<file path="src/rtl/core/gjta_pkg.sv">
package gjta_pkg;

   // field widths
   localparam int FUNC_W = 2;
   localparam int VIDX_W = 2;
   localparam int ANT_W  = 8;
   localparam int IN_W   = 16;
   localparam int PROD_W = 2 * IN_W;
   localparam int DOT_W  = PROD_W + 1;
   localparam int ACC_W  = 48;

   // function codes on the request port
   localparam logic [FUNC_W-1:0] FUNC_ACCUMULATE = 2'd0;
   localparam logic [FUNC_W-1:0] FUNC_READ       = 2'd1;
   localparam logic [FUNC_W-1:0] FUNC_READ_CLEAR = 2'd2;

   // decoded operation
   typedef enum logic [1:0] {
      OP_NONE,
      OP_ACCUMULATE,
      OP_READ,
      OP_READ_CLEAR
   } op_type;

   // classified transaction passed from front to back
   typedef struct packed {
      op_type                   op;
      logic                     valid_a;
      logic                     valid_b;
      logic [VIDX_W-1:0]        vector_index;
      logic [ANT_W-1:0]         antenna_a;
      logic [ANT_W-1:0]         antenna_b;
      logic signed [DOT_W-1:0]  d1;
      logic signed [DOT_W-1:0]  d2;
   } item_type;

   // back-end status seen by the front
   typedef struct packed {
      logic clearing;
   } back_status_type;

endpackage

</file>
<file path="src/rtl/core/gjta_queue.sv">
module gjta_queue (
   input  logic                clock,
   input  logic                reset,
   input  logic                push,
   input  gjta_pkg::item_type  push_item,
   output logic                full,
   input  logic                pop,
   output gjta_pkg::item_type  pop_item,
   output logic                empty
);

   localparam logic [1:0] COUNT_FULL = 2'd2;

   gjta_pkg::item_type  entry_ff [2];
   logic                wr_ptr_ff;
   logic                rd_ptr_ff;
   logic [1:0]          count_ff;
   logic                push_ok;
   logic                pop_ok;

   assign full     = count_ff == COUNT_FULL;
   assign empty    = count_ff == 2'd0;
   assign push_ok  = push && !full;
   assign pop_ok   = pop && !empty;
   assign pop_item = entry_ff[rd_ptr_ff];

   // pointers and fill count
   always_ff @(posedge clock) begin
      if (reset) begin
         wr_ptr_ff <= 1'b0;
         rd_ptr_ff <= 1'b0;
         count_ff  <= 2'd0;
      end else begin
         if (push_ok) begin
            wr_ptr_ff <= !wr_ptr_ff;
         end
         if (pop_ok) begin
            rd_ptr_ff <= !rd_ptr_ff;
         end
         priority if (push_ok && !pop_ok) begin
            count_ff <= count_ff + 2'd1;
         end else if (pop_ok && !push_ok) begin
            count_ff <= count_ff - 2'd1;
         end else begin
            count_ff <= count_ff;
         end
      end
   end

   // entry storage
   always_ff @(posedge clock) begin
      if (push_ok) begin
         entry_ff[wr_ptr_ff] <= push_item;
      end
   end

endmodule

</file>
<file path="config.mk">
export PLATFORM = sky130hd
export DESIGN_NAME = gjta_queue
export DESIGN_NICKNAME = d
export VERILOG_FILES = /design/src/rtl/core/gjta_pkg.sv /design/src/rtl/core/gjta_queue.sv
export SDC_FILE = /design/constraint.sdc
export NUM_CORES = 1
export LEC_CHECK = 0
export BUFFER_PORTS_ARGS = -buffer_cell sky130_fd_sc_hd__buf_2
export CORE_MARGIN = 1
export CORE_UTILIZATION = 45
export DETAILED_ROUTE_END_ITERATION = 16
export PLACE_DENSITY = 0.73
export RECOVER_POWER = 100
export SETUP_SLACK_MARGIN = 0.02
export SYNTH_ARGS = -nofsm -noshare
export SYNTH_HDL_FRONTEND = slang
export SYNTH_SLANG_ARGS = --single-unit
</file>
<file path="constraint.sdc">
create_clock -name clock -period 3.1 [get_ports clock]
set_input_delay 0.465 -clock clock [delete_from_list [all_inputs] [get_ports clock]]
set_output_delay 0.465 -clock clock [all_outputs]
set_load 0.02 [all_outputs]
</file>
-- Yosys cells after proc, flatten, opt, wreduce, memory -nomap -nowiden
Memory sizes are Yosys's and may differ from the RTL's. A register that Yosys moved wholly into a read port is not among the register bits.
Index checks and enable logic that the tools add are counted.
- flip-flop bits (word level): 4
- memories kept: 1
- RAM bits: 176
- word-level logic and storage cells: 25
- bits of input ports: 92
- memory list (name ; depth ; width ; rd ports ; clocked after Yosys merged registers in ; wr ports ; RTL line ; source):
    entry_ff ; 2 ; 88 ; 1 ; 1 ; 1 ; gjta_queue.sv:14 ; gjta_pkg::item_type entry_ff [2];
- equal/unequal tests: 1
- reduce and logical (&&, ||, !) cells: 12
- mux-type cells: 6
- add/subtract/negate cells: 2
- operator list (kind ; number):
    $logic_not 1->1 ; 6
    $logic_and 1x1->1 ; 4
    $mux 1 ; 4
    $mux 2 ; 2
    $add 2x1->2 const B ; 1
    $eq 2x2->1 const B ; 1
    $logic_not 2->1 ; 1
    $reduce_bool 2->1 ; 1
    $sub 2x1->2 const B ; 1

-- Longest topological paths before layout
- depth after elaboration: 7
- mapped depth: 6
- mapped depth without buffers: 6

-- Worst setup path after synthesis
No wires, ideal clock.
- path kind: reg-to-reg
- start: register count_ff[1]
- end: memory entry_ff[1][0] in the netlist's numbering, enable pin
- setup time: 0.457 ns
- clock period less this slack: 3.170 ns
- setup slack: -0.070 ns
- cell stages (with the launch flop): 4
- arrival: 2.713 ns
- buffers on the path: 0
- path through: dfxtp_1 nor2b_2 nor2_1 and2_1
- cells in the longest elaborated chain, start to end: 5
- ends and longest elaborated chain (what ; RTL line ; source):
    start, declared ; gjta_queue.sv:17 ; logic [1:0] count_ff;
    start signal, assigned ; gjta_queue.sv:41 ; count_ff <= count_ff + 2'd1;
    start signal, assigned ; gjta_queue.sv:43 ; count_ff <= count_ff - 2'd1;
    start signal, assigned ; gjta_queue.sv:45 ; count_ff <= count_ff;
    $eq 2x2->1 ; gjta_queue.sv:21 ; assign full = count_ff == COUNT_FULL;
    via full ; gjta_queue.sv:6 ; output logic full,
    $logic_not 1->1 ; gjta_queue.sv:23 ; assign push_ok = push && !full;
    $logic_and 1x1->1 ; gjta_queue.sv:23 ;
    via push_ok ; gjta_queue.sv:18 ; logic push_ok;
    $mux 1 ; gjta_queue.sv:52 ; if (push_ok) begin
    $mux 1 (not written as such) ; gjta_queue.sv:53 ; entry_ff[wr_ptr_ff] <= push_item;
    end, declared ; gjta_queue.sv:14 ;
The timed path passes the listed nets, and every way through them passes these cells.

-- Final worst setup path
- start: register count_ff[1]
- end: memory entry_ff[0][31] in the netlist's numbering, enable pin
- cells in the longest elaborated chain, start to end: 5
- ends and longest elaborated chain (what ; RTL line):
    $eq 2x2->1 ; gjta_queue.sv:21
    $logic_not 1->1 ; gjta_queue.sv:23
    $logic_and 1x1->1 ; gjta_queue.sv:23
    $mux 1 ; gjta_queue.sv:52
    $mux 1 (not written as such) ; gjta_queue.sv:53
No other way between the ends.

==> flow_summary.json <==
{
  "routedWlPerCell_um": 16.6,
  "grt_antenna_before_repair": 0,
  "yosys_warnings": 0,
  "final.period_utilization": 0.851,
  "min_period_ns": 2.64,
  "routed_wirelength_um": 11500,
  "endpoint_kind": "register",
  "route.antenna.remaining_nets": 0,
  "final_clock_skew_ns": 0.00980,
  "syn_avg_cell_area_um2": 22.2,
  "worst_path_dominant_cell_family": "buffers and inverters",
  "n_antenna_cell": 0,
  "grt_use_met2": 0.265,
  "synth_cell_type_count": 15,
  "crit_type": "reg -> reg",
  "rsz0062_at_grt": "no",
  "power.density_cell_area_mw_per_mm2": 873,
  "setup-violations-final": 0,
  "largest_net_degree_at_the_start_of_global_routing": 43,
  "worstHoldEndpoint": "entry_ff[0][80]",
  "layout_cells_sized_above_1": 0.341,
  "postSynthCellCount": 299,
  "cts_made_buffers": 17,
  "placementRows": 44,
  "timing.final.hold_violations": 0,
  "r2r-start": "count_ff[1]",
  "nNetsFinal": 590,
  "critical_path.n_buffers_inverters": 2,
  "worstSetupStartpointType": "register",
  "post_cts.repair.setup_buffers": 0,
  "cts-root-buf": "clkbuf_16",
  "syn-num-nets": 392,
  "worstMarginPinSlew_ns": 1.28,
  "hold_buffers": 0,
  "cts.sink_count": 181,
  "grt_pass1_wl_um": 17100,
  "maximum_buffer_depth_of_the_clock_tree": 2,
  "clkSlewWorstSetupHoldPaths_ns": 0.06,
  "min_delay_src": "push_item[80]",
  "path_class_of_the_lowest_slack_min_delay_path": "in -> reg",
  "worst_slew_margin_rel": 0.149,
  "tritoncts_clock_tree": "done",
  "worst-endpoint-required_ns": 3.20,
  "critPathMaxFanout": 41,
  "port_buffers": 181,
  "postPlaceCellArea_mm2": 0.00780,
  "gp_congestion": 0.739,
  "critPathArrivalTime_ns": 2.74,
  "layout.cells.most_common_list": "176 x edfxtp_1, 133 x clkbuf_1, 68 x mux2_2",
  "cts_htree_levels": 4,
  "placeableCoreArea_mm2": 0.0145,
  "whs_ns": 0.222,
  "irDropWorstVdd_mv": 0.466,
  "setup_tns_ns": 0,
  "route.detailed.vias_per_inst": 4.86,
  "worst_skew_pair.late_latency_ns": 0.42,
  "drc_errors": 0,
  "critical-path-max-stage-delay_ns": 0.82,
  "critical_path.startpoint": "count_ff[1]",
  "postSynthRegisterBits": 181,
  "detail_route.iter0.violations": 169,
  "status": "completed",
  "fp.dieW_um": 124,
  "detailedRoute.firstPassIterationCount": 4,
  "die_height_um": 124,
  "critPathSlowestCell": "clkinvlp_2",
  "reg2reg_setup_slack_ns": 0.46,
  "grt_usage": 0.157,
  "vias": 3370,
  "clock.fmax_ghz": 0.379,
  "final_common_cell": "edfxtp_1",
  "worst-r2r-cell-count": 4,
  "ctsResizeCount": 0,
  "fp.dieArea_mm2": 0.0153,
  "fill_cells": 1210,
  "use_met3": 0.0618,
  "place.detailed.hpwl_um": 7760,
  "final_std_cell_area_no_fill_mm2": 0.00819,
  "hold_path_depth": 1,
  "flow.area_growth_from_synthesis_pct": 23.3,
  "seq_area_frac_synth": 0.811,
  "reg2reg_to": "entry_ff[0][31]",
  "slew_viol_final": 0,
  "met1_usage": 0.171,
  "number_of_global_route_vias_before_repair": 3441,
  "synthesis.area_mm2": 0.00664,
  "start_util": 0.459,
  "grt_overflow_total": 0,
  "max_cap_viols": 0,
  "io_pins": 182,
  "cp_cell_sequence": "nor2b_1 -> or3_1 -> clkinvlp_2 -> buf_4",
  "leakagePower_nw": 2.79,
  "globalRoute.busiestLayer": "met2"
}
[flip-flops by register name, summed over array words and instances, names as in the netlist, named ones only]
signal     flops
wr_ptr_ff      1
entry_ff     176
rd_ptr_ff      1
count_ff       2
[through the flow]
stage	power [W]	setup WS, ns	instances	utilization
floorplan	0.00463	0.0763	299	-
global placement	0.00518	1.03	662	0.539
detailed placement	0.00524	1.01	662	0.539
CTS	0.00737	0.536	694	0.579
global route	0.00747	0.245	694	0.566
finish	0.00715	0.461	694	0.566
[cell usage after synthesis]
cell type	n	share of area
a21oi_1	2	0.0015
and2_1	1	0.00094
buf_2	6	0.0045
buf_6	4	0.0068
dfxtp_1	5	0.015
edfxtp_1	176	0.80
ha_1	1	0.0019
inv_1	2	0.0011
mux2_2	68	0.12
mux2_4	20	0.045
nor2_1	5	0.0028
nor2b_2	1	0.0013
o21ai_0	3	0.0023
or3_1	2	0.0019
xor2_1	3	0.0040
[metal layers]
| metal | share of wire | vias up | wire length (um) |
|---|---|---|---|
| li1 | - | 1578 | - |
| met1 | 0.39 | 1659 | 4460 |
| met2 | 0.52 | 118 | 5960 |
| met3 | 0.082 | 15 | 943 |
| met4 | 0.015 | 0 | 171 |
| met5 | 0 | - | 0 |
[where the power goes]
part	total (W)	switching (W)	internal (W)
sequential	0.00324	0.000160	0.00308
combinational	0.00179	0.00110	0.000690
clock	0.00211	0.000854	0.00126
total	0.00715	0.00212	0.00503
[final cells by class]
cell class,count,area (um2),area share
repair buffers,189,803,0.0981
flip-flops and latches,181,5390,0.658
clock inverters,14,159,0.0194
inverters,2,8.76,0.00107
well taps,184,230,0.0281
multi-input cells,106,1170,0.143
clock buffers,18,429,0.0524
[worst max-delay path by stage]
stage                 endpoint  slack [ns]  cells after the start
6_report       entry_ff[0][31]        0.46                      4
5_1_grt        entry_ff[0][12]        0.25                      4
4_1_cts           pop_item[40]        0.54                      3
3_5_place_dp      pop_item[29]        1.01                      3
3_3_place_gp      pop_item[42]        1.03                      3
2_1_floorplan   entry_ff[0][0]        0.08                      3
[worst register-to-register path, stage by stage, from the launching register on]
cell        delay, ns
dfxtp_1          0.38
nor2b_1          0.26
or3_1            0.18
clkinvlp_2       0.82
buf_4            0.64
[logic make-up (layout without fill, tap and decap cells)]
logic type | after synthesis | count (layout) | synth area share
flip-flops | 181 | 181 | 0.811
AO/OA/AOI/OAI | 5 | 5 | 0.00377
multiplexers | 88 | 88 | 0.160
AND/OR/NAND/NOR | 9 | 9 | 0.00697
XOR/XNOR | 3 | 3 | 0.00396
buffers and inverters | 12 | 223 | 0.0124
adder cells (fa/ha/maj) | 1 | 1 | 0.00188
Note: power is estimated with default switching activity, not from simulation.
