### config.mk
export PLATFORM = sky130hd
export DESIGN_NAME = gjta_front
export DESIGN_NICKNAME = d
export VERILOG_FILES = /design/src/rtl/core/gjta_pkg.sv /design/src/rtl/core/gjta_front.sv
export SDC_FILE = /design/constraint.sdc
export NUM_CORES = 2
export LEC_CHECK = 0
export BUFFER_PORTS_ARGS = -buffer_cell sky130_fd_sc_hd__buf_4
export CAP_MARGIN = 20
export CORE_MARGIN = 1
export CORE_UTILIZATION = 50
export DETAILED_ROUTE_END_ITERATION = 10
export GPL_TIMING_DRIVEN = 0
export PLACE_DENSITY = 0.67
export SLEW_MARGIN = 20
export SYNTH_ARGS = -nofsm -noshare
export SYNTH_HDL_FRONTEND = slang
export SYNTH_SLANG_ARGS = --single-unit
### constraint.sdc
create_clock -name clock -period 9.4 [get_ports clock]
set_input_delay 1.88 -clock clock [delete_from_list [all_inputs] [get_ports clock]]
set_output_delay 1.88 -clock clock [all_outputs]
set_load 0.1 [all_outputs]
### src/rtl/core/gjta_pkg.sv
package gjta_pkg;

   // field widths
   localparam int FUNC_W = 2;
   localparam int VIDX_W = 2;
   localparam int ANT_W  = 8;
   localparam int IN_W   = 16;
   localparam int PROD_W = 2 * IN_W;
   localparam int DOT_W  = PROD_W + 1;
   localparam int ACC_W  = 48;

   // function codes on the request port
   localparam logic [FUNC_W-1:0] FUNC_ACCUMULATE = 2'd0;
   localparam logic [FUNC_W-1:0] FUNC_READ       = 2'd1;
   localparam logic [FUNC_W-1:0] FUNC_READ_CLEAR = 2'd2;

   // decoded operation
   typedef enum logic [1:0] {
      OP_NONE,
      OP_ACCUMULATE,
      OP_READ,
      OP_READ_CLEAR
   } op_type;

   // classified transaction passed from front to back
   typedef struct packed {
      op_type                   op;
      logic                     valid_a;
      logic                     valid_b;
      logic [VIDX_W-1:0]        vector_index;
      logic [ANT_W-1:0]         antenna_a;
      logic [ANT_W-1:0]         antenna_b;
      logic signed [DOT_W-1:0]  d1;
      logic signed [DOT_W-1:0]  d2;
   } item_type;

   // back-end status seen by the front
   typedef struct packed {
      logic clearing;
   } back_status_type;

endpackage

### src/rtl/core/gjta_front.sv
module gjta_front #(
   parameter int NANT = 256,
   parameter int NVEC = 4
) (
   input  logic                                   clock,
   input  logic                                   reset,
   input  logic                                   req_push,
   output logic                                   req_full,
   input  logic [gjta_pkg::FUNC_W-1:0]            req_func,
   input  logic [gjta_pkg::VIDX_W-1:0]            req_vector_index,
   input  logic [gjta_pkg::ANT_W-1:0]             req_antenna_a,
   input  logic [gjta_pkg::ANT_W-1:0]             req_antenna_b,
   input  logic signed [gjta_pkg::IN_W-1:0]       req_vis_re,
   input  logic signed [gjta_pkg::IN_W-1:0]       req_vis_im,
   input  logic signed [gjta_pkg::IN_W-1:0]       req_vec_re,
   input  logic signed [gjta_pkg::IN_W-1:0]       req_vec_im,
   input  gjta_pkg::back_status_type              back_status,
   output logic                                   q_push,
   output gjta_pkg::item_type                     q_item,
   input  logic                                   q_full
);

   logic                                  accept;
   logic                                  vi_ok;
   logic                                  a_ok;
   logic                                  b_ok;
   gjta_pkg::op_type                      op_in;

   logic                                  s1_valid_ff;
   gjta_pkg::op_type                      s1_op_ff;
   logic                                  s1_valid_a_ff;
   logic                                  s1_valid_b_ff;
   logic [gjta_pkg::VIDX_W-1:0]           s1_vi_ff;
   logic [gjta_pkg::ANT_W-1:0]            s1_ant_a_ff;
   logic [gjta_pkg::ANT_W-1:0]            s1_ant_b_ff;
   logic signed [gjta_pkg::PROD_W-1:0]    s1_p_rr_ff;
   logic signed [gjta_pkg::PROD_W-1:0]    s1_p_ii_ff;
   logic signed [gjta_pkg::PROD_W-1:0]    s1_p_ri_ff;
   logic signed [gjta_pkg::PROD_W-1:0]    s1_p_ir_ff;

   // stall while the stage holds a transaction the queue cannot take, or during clear
   assign req_full = back_status.clearing || (s1_valid_ff && q_full);
   assign accept   = req_push && !req_full;

   // range checks and function decode
   always_comb begin
      vi_ok = int'(req_vector_index) < NVEC;
      a_ok  = int'(req_antenna_a) < NANT;
      b_ok  = int'(req_antenna_b) < NANT;
      unique case (req_func)
         gjta_pkg::FUNC_ACCUMULATE: op_in = gjta_pkg::OP_ACCUMULATE;
         gjta_pkg::FUNC_READ:       op_in = gjta_pkg::OP_READ;
         gjta_pkg::FUNC_READ_CLEAR: op_in = gjta_pkg::OP_READ_CLEAR;
         default:                   op_in = gjta_pkg::OP_NONE;
      endcase
   end

   // stage valid
   always_ff @(posedge clock) begin
      if (reset) begin
         s1_valid_ff <= 1'b0;
      end else if (accept) begin
         s1_valid_ff <= 1'b1;
      end else if (q_push) begin
         s1_valid_ff <= 1'b0;
      end
   end

   // stage payload with registered products
   always_ff @(posedge clock) begin
      if (accept) begin
         s1_op_ff      <= op_in;
         s1_valid_a_ff <= vi_ok && a_ok;
         s1_valid_b_ff <= vi_ok && b_ok;
         s1_vi_ff      <= req_vector_index;
         s1_ant_a_ff   <= req_antenna_a;
         s1_ant_b_ff   <= req_antenna_b;
         s1_p_rr_ff    <= gjta_pkg::PROD_W'(req_vis_re) * gjta_pkg::PROD_W'(req_vec_re);
         s1_p_ii_ff    <= gjta_pkg::PROD_W'(req_vis_im) * gjta_pkg::PROD_W'(req_vec_im);
         s1_p_ri_ff    <= gjta_pkg::PROD_W'(req_vis_re) * gjta_pkg::PROD_W'(req_vec_im);
         s1_p_ir_ff    <= gjta_pkg::PROD_W'(req_vis_im) * gjta_pkg::PROD_W'(req_vec_re);
      end
   end

   // sums of products and hand-off to the queue
   assign q_push = s1_valid_ff && !q_full;

   always_comb begin
      q_item.op           = s1_op_ff;
      q_item.valid_a      = s1_valid_a_ff;
      q_item.valid_b      = s1_valid_b_ff;
      q_item.vector_index = s1_vi_ff;
      q_item.antenna_a    = s1_ant_a_ff;
      q_item.antenna_b    = s1_ant_b_ff;
      q_item.d1 = gjta_pkg::DOT_W'(s1_p_rr_ff) + gjta_pkg::DOT_W'(s1_p_ii_ff);
      q_item.d2 = gjta_pkg::DOT_W'(s1_p_ri_ff) - gjta_pkg::DOT_W'(s1_p_ir_ff);
   end

endmodule

Yosys cells after proc, flatten, opt, wreduce, memory -nomap -nowiden
Index checks and enable logic that the tools add are counted.
{"block": "word_totals", "reg_bits": 149, "wordCells": 28}
{"block": "op_classes", "add_sub_neg": 2, "multipliers": 4, "n_eq_ne": 2, "mux": 3, "n_reduce_logical": 8}
{"op": "multiplier 16 x 16 -> 32 bit", "count": 4}
{"op": "adder 32 x 32 -> 33 bit", "count": 1}
{"op": "subtractor 32 x 32 -> 33 bit", "count": 1}
{"op": "case mux 2 bit (3 select lines)", "count": 1}
{"op": "logical AND 1 bit", "count": 3}
{"op": "equality test 2 x 1 -> 1 bit (second input constant)", "count": 1}
{"op": "equality test 2 bit (second input constant)", "count": 1}
{"op": "logical NOT 1 bit", "count": 2}
{"op": "logical NOT 2 bit", "count": 1}
{"op": "2-to-1 mux 1 bit", "count": 2}
{"op": "nonzero test 2 bit", "count": 1}
{"op": "logical OR 1 bit", "count": 1}

Logic depth before layout (Yosys ltp)
{"block": "logic_depth", "word_depth": 5, "depth_mapped": 25}

Worst setup path before layout
No wires, ideal clock.
{"block": "synth_path", "path_kind": "input to register", "startpoint": "input port req_vis_re[15] in the netlist's numbering", "endpoint": "register s1_p_rr_ff[30] in the netlist's numbering, data pin", "arrival_ps": 7565, "t_required_ps": 9142, "slack_ps": 1577, "path_stages": 21, "n_path_buf": 1, "path_cell_list": "clkbuf_1 -> nand2_1 -> inv_1 -> fa_1 -> fa_1 -> inv_1 -> fa_1 -> fa_1 -> fa_1 -> fa_1 -> inv_1 -> ha_1 -> and3_1 -> a221o_1 -> a21o_1 -> nor3_1 -> a21oi_1 -> a31oi_1 -> o21ai_0 -> a21oi_1 -> xnor2_1"}
{"block": "synth_between", "elab_chain_len": 1}
{"item": "from (decl)", "line": "gjta_front.sv:13", "rtl": "input logic signed [gjta_pkg::IN_W-1:0] req_vis_re,"}
{"item": "multiplier 16 x 16 -> 32 bit", "line": "gjta_front.sv:78", "rtl": "s1_p_rr_ff <= gjta_pkg::PROD_W'(req_vis_re) * gjta_pkg::PROD_W'(req_vec_re);"}
{"item": "to (signal assigned)", "line": "gjta_front.sv:78"}
{"item": "to (decl)", "line": "gjta_front.sv:36", "rtl": "logic signed [gjta_pkg::PROD_W-1:0] s1_p_rr_ff;"}
Every way passes these cells.
A chain may end at the register's enable or synchronous reset.

Worst setup path after layout
{"block": "layout_path", "startpoint": "input port req_vec_im[15] in the netlist's numbering", "endpoint": "register s1_p_ri_ff[28] in the netlist's numbering, data pin"}
{"block": "layout_between", "elab_chain_len": 1}
{"item": "from (decl)", "line": "gjta_front.sv:16", "rtl": "input logic signed [gjta_pkg::IN_W-1:0] req_vec_im,"}
{"item": "multiplier 16 x 16 -> 32 bit", "line": "gjta_front.sv:80", "rtl": "s1_p_ri_ff <= gjta_pkg::PROD_W'(req_vis_re) * gjta_pkg::PROD_W'(req_vec_im);"}
{"item": "to (signal assigned)", "line": "gjta_front.sv:80"}
{"item": "to (decl)", "line": "gjta_front.sv:38", "rtl": "logic signed [gjta_pkg::PROD_W-1:0] s1_p_ri_ff;"}
Every way passes these cells.

==> reports/metrics.csv <==
metric,value,unit
syn avg cell area,9.410,µm²
worst-skew pair later-pin latency,0.51,ns
H-tree levels,4,
"Async S/R FF share, synth",0,
clk root buf,clkbuf_16,
top post-synthesis cells by area,"fa_1 (45%), ha_1 (10%), inv_1 (9.9%)",
via count,35190,
setup TNS,0,ns
Die ar.,95350,µm²
drt pass-1 iters,9,
total grt overflow,0,
FF-to-FF End,s1_p_ii_ff[28],
Post-CTS Setup Inserts,0,
Mapped Cells,5001,
Slew @ Worst Pin,1.326,ns
"flops & latches, synth",149,
Crit path buffers/inverters,5,
sequential cell area fraction in the yosys report,0.09487,
share of layout cells above drive strength 1,0.04717,
DRC errors left,3,
initial DRC count,3267,
violated checks,design-rule violations,
vias in the first global route,36040,
Port Buf Inserts,176,
gr usage total,0.3278,
slowest CP cell,buf_1,
antenna violations before repair,17,
I/O Pins,179,
dpl cell area,50050,µm²
post-synth top area share,0.4467,
data required time of the critical path,9.69,ns
CP startpoint kind,input port,
Max clock buf depth,2,
Crit path largest cell delay,0.94,ns
Hold Buf Count CTS,0,
Setup Viol. Count Final,0,
post-layout net count,6735,
Die Span X,308.8,µm
Worst Path Max Fanout,11,
CP most frequent cell,fa_1,
critical-path cell list,"buf_4, inv_1, buf_1, nor2_1, fa_1, fa_1, fa_1, fa_1, fa_1, inv_1, fa_1, inv_1, ha_1, nand3_1, nor3_1, nand2_1, nor4_2, nor2_1, o221ai_1, a21o_1, a21oi_1, xnor2_1",
"CP delay by family, top",adder cells,
worst slack at placement,0.01292,ns
Core Rows,112,
post-synth cell types,70,
Fin. Hold Viols,0,
final max-slew violation count,0,
reg2reg setup slack,7.32,ns
final clock period utilization by the worst path,0.9650,
core area,93330,µm²
GPL Wtd Cong,1.058,
Hold WC Path Type,reg -> reg,
Die Y,308.8,µm
clock slew at reported path FFs,0.08,ns
critical path class,in -> reg,
WHS Endpoint,s1_valid_ff,
first-pass GRT wire length,223700,µm
worst endpoint data arrival time,9.36,ns
area delta synth->final,7.774,%
Starting Density,0.5042,
setup ws final,0.3287,ns
Slew headroom,0.1163,
Syn. warnings,0,
status,"finished, violations left",
Worst Hold Path Cells,2,
Vias/cell,5.424,
Max-Cap Viols,0,
r2r worst-path depth,5,
Worst Hold Launch,s1_valid_ff,
reg-to-reg critical path startpoint,s1_valid_ff,
Post-DRT Antenna Nets,0,
RSZ-0062 raised after global routing,false,
CTS tree,built,
"Cell Area, Synth",47060,µm²
largest net degree at the start of global routing,57,
post-route cell area,50720,µm²
top_reg_cell synth,edfxtp_1,
fin util,0.5434,
Post-synth EDFFs,148,
Clock Skews,0.01341,ns
Tmin final,9.071,ns
Routed WL,148400,µm
highest clock rate,0.1102,GHz
Post-DP HPWL,119500,µm
CP endpoint kind,flop,
total CTS buffers,17,
largest area contributor in the netlist,fa_1,
Clock Sinks,149,
DR WL/cell,22.87,µm
# resized after CTS,0,
cell usage in the layout, fill, tap and decap left out, types with 18 or more instances in the layout:
cell / count
xnor2_1: 141
nor2_1: 143
clkbuf_1: 182
a21oi_1: 131
buf_4: 178
a211oi_1: 22
xor2_1: 41
fa_1: 1050
o21bai_1: 21
and2_1: 502
inv_1: 1235
nand2_1: 524
a21o_1: 68
nor2b_1: 25
ha_1: 394
edfxtp_1: 148
nor3_1: 30
nand3_1: 26
diode_2: 18
o21ai_0: 79
o21a_1: 30
nand2b_1: 40
metal layers:
metal | share of wire | global-route usage
met3 | 0.11 | 0.08352
met5 | 0.00024 | 0
met2 | 0.43 | 0.4807
met4 | 0.063 | 0.1830
met1 | 0.40 | 0.4437
area by class of cell:
| class | instances | area [µm²] |
|---|---|---|
| antenna | 18 | 45.04 |
| buffer | 199 | 777.0 |
| clock buffer | 17 | 425.4 |
| clock inverter | 15 | 176.4 |
| fill | 8727 | 42610 |
| inverter | 1235 | 4636 |
| multi-input combinational | 3419 | 37210 |
| sequential | 149 | 4464 |
| tap | 1254 | 1569 |
| timing repair buffer | 181 | 1415 |
flip-flops by register name, summed over array words and instances, names as in the netlist:
name / count
s1_p_ii_ff: 32
s1_p_ir_ff: 32
s1_p_ri_ff: 32
s1_p_rr_ff: 32
s1_ant_a_ff: 8
s1_ant_b_ff: 8
s1_op_ff: 2
s1_vi_ff: 2
s1_valid_ff: 1
worst max path at each step:
| stage | start | end | cells past startpoint |
|---|---|---|---|
| 2_1_floorplan | req_vis_re[15] | s1_p_rr_ff[30] | 21 |
| 3_3_place_gp | req_vec_im[15] | s1_p_ri_ff[30] | 22 |
| 3_5_place_dp | req_vec_im[4] | s1_p_ii_ff[30] | 22 |
| 4_1_cts | req_vec_im[4] | s1_p_ii_ff[30] | 22 |
| 5_1_grt | req_vis_im[15] | s1_p_ii_ff[30] | 22 |
| 6_report | req_vec_im[15] | s1_p_ri_ff[28] | 22 |
worst min-delay path, delay by kind of cell, from the launching register on:
family,cells,cell delay [ns]
AND/OR/NAND/NOR,1,0.07
flip-flops,1,0.34
AO/OA/AOI/OAI,1,0.07
per-stage QoR:
stage | hold slack [ns] | cells
after floorplan | 0.4710 | 5002
after global placement | 0.4908 | 6432
after detailed placement | 0.4931 | 6436
after CTS | 0.5106 | 6468
after global routing | 0.5710 | 6472
final | 0.5133 | 6487
logic make-up after synthesis:
logic type,Yosys count,synth area share
xor gates and xnor gates,182,0.03387
buffers and inverters,1434,0.1147
AOI/OAI and AO/OA,452,0.06347
DFF,149,0.09487
and+or+nand+nor,1338,0.1414
adders and majority gates,1444,0.5514
other,1,0.00007969
muxes,1,0.0002127
synthesized netlist by cell type, types with 3 or more instances:
cell	number
nand3_1	26
xnor2_1	141
a311oi_1	4
nor2_1	143
and3_1	13
nand2b_1	40
o211ai_1	7
and2_1	503
nand2_1	524
nand3b_1	4
nand4_1	12
a21oi_1	131
a211o_1	10
a21o_1	68
nor3_1	30
clkbuf_1	194
fa_1	1050
a31oi_1	10
o311ai_0	3
a21boi_0	4
o21ai_0	80
o21bai_1	21
inv_1	1235
a221oi_1	8
a211oi_1	22
a2111o_1	3
o31a_1	4
ha_1	394
a31o_2	3
o21a_1	30
edfxtp_1	148
or3_1	5
o31ai_1	6
or2_2	5
a22oi_1	4
nor2b_1	25
xor2_1	41
a2111oi_0	7
o41ai_1	3
Power is left out: the tool's default activity adds up to more than one toggle a clock period on the data nets, which glitch-free logic cannot reach.
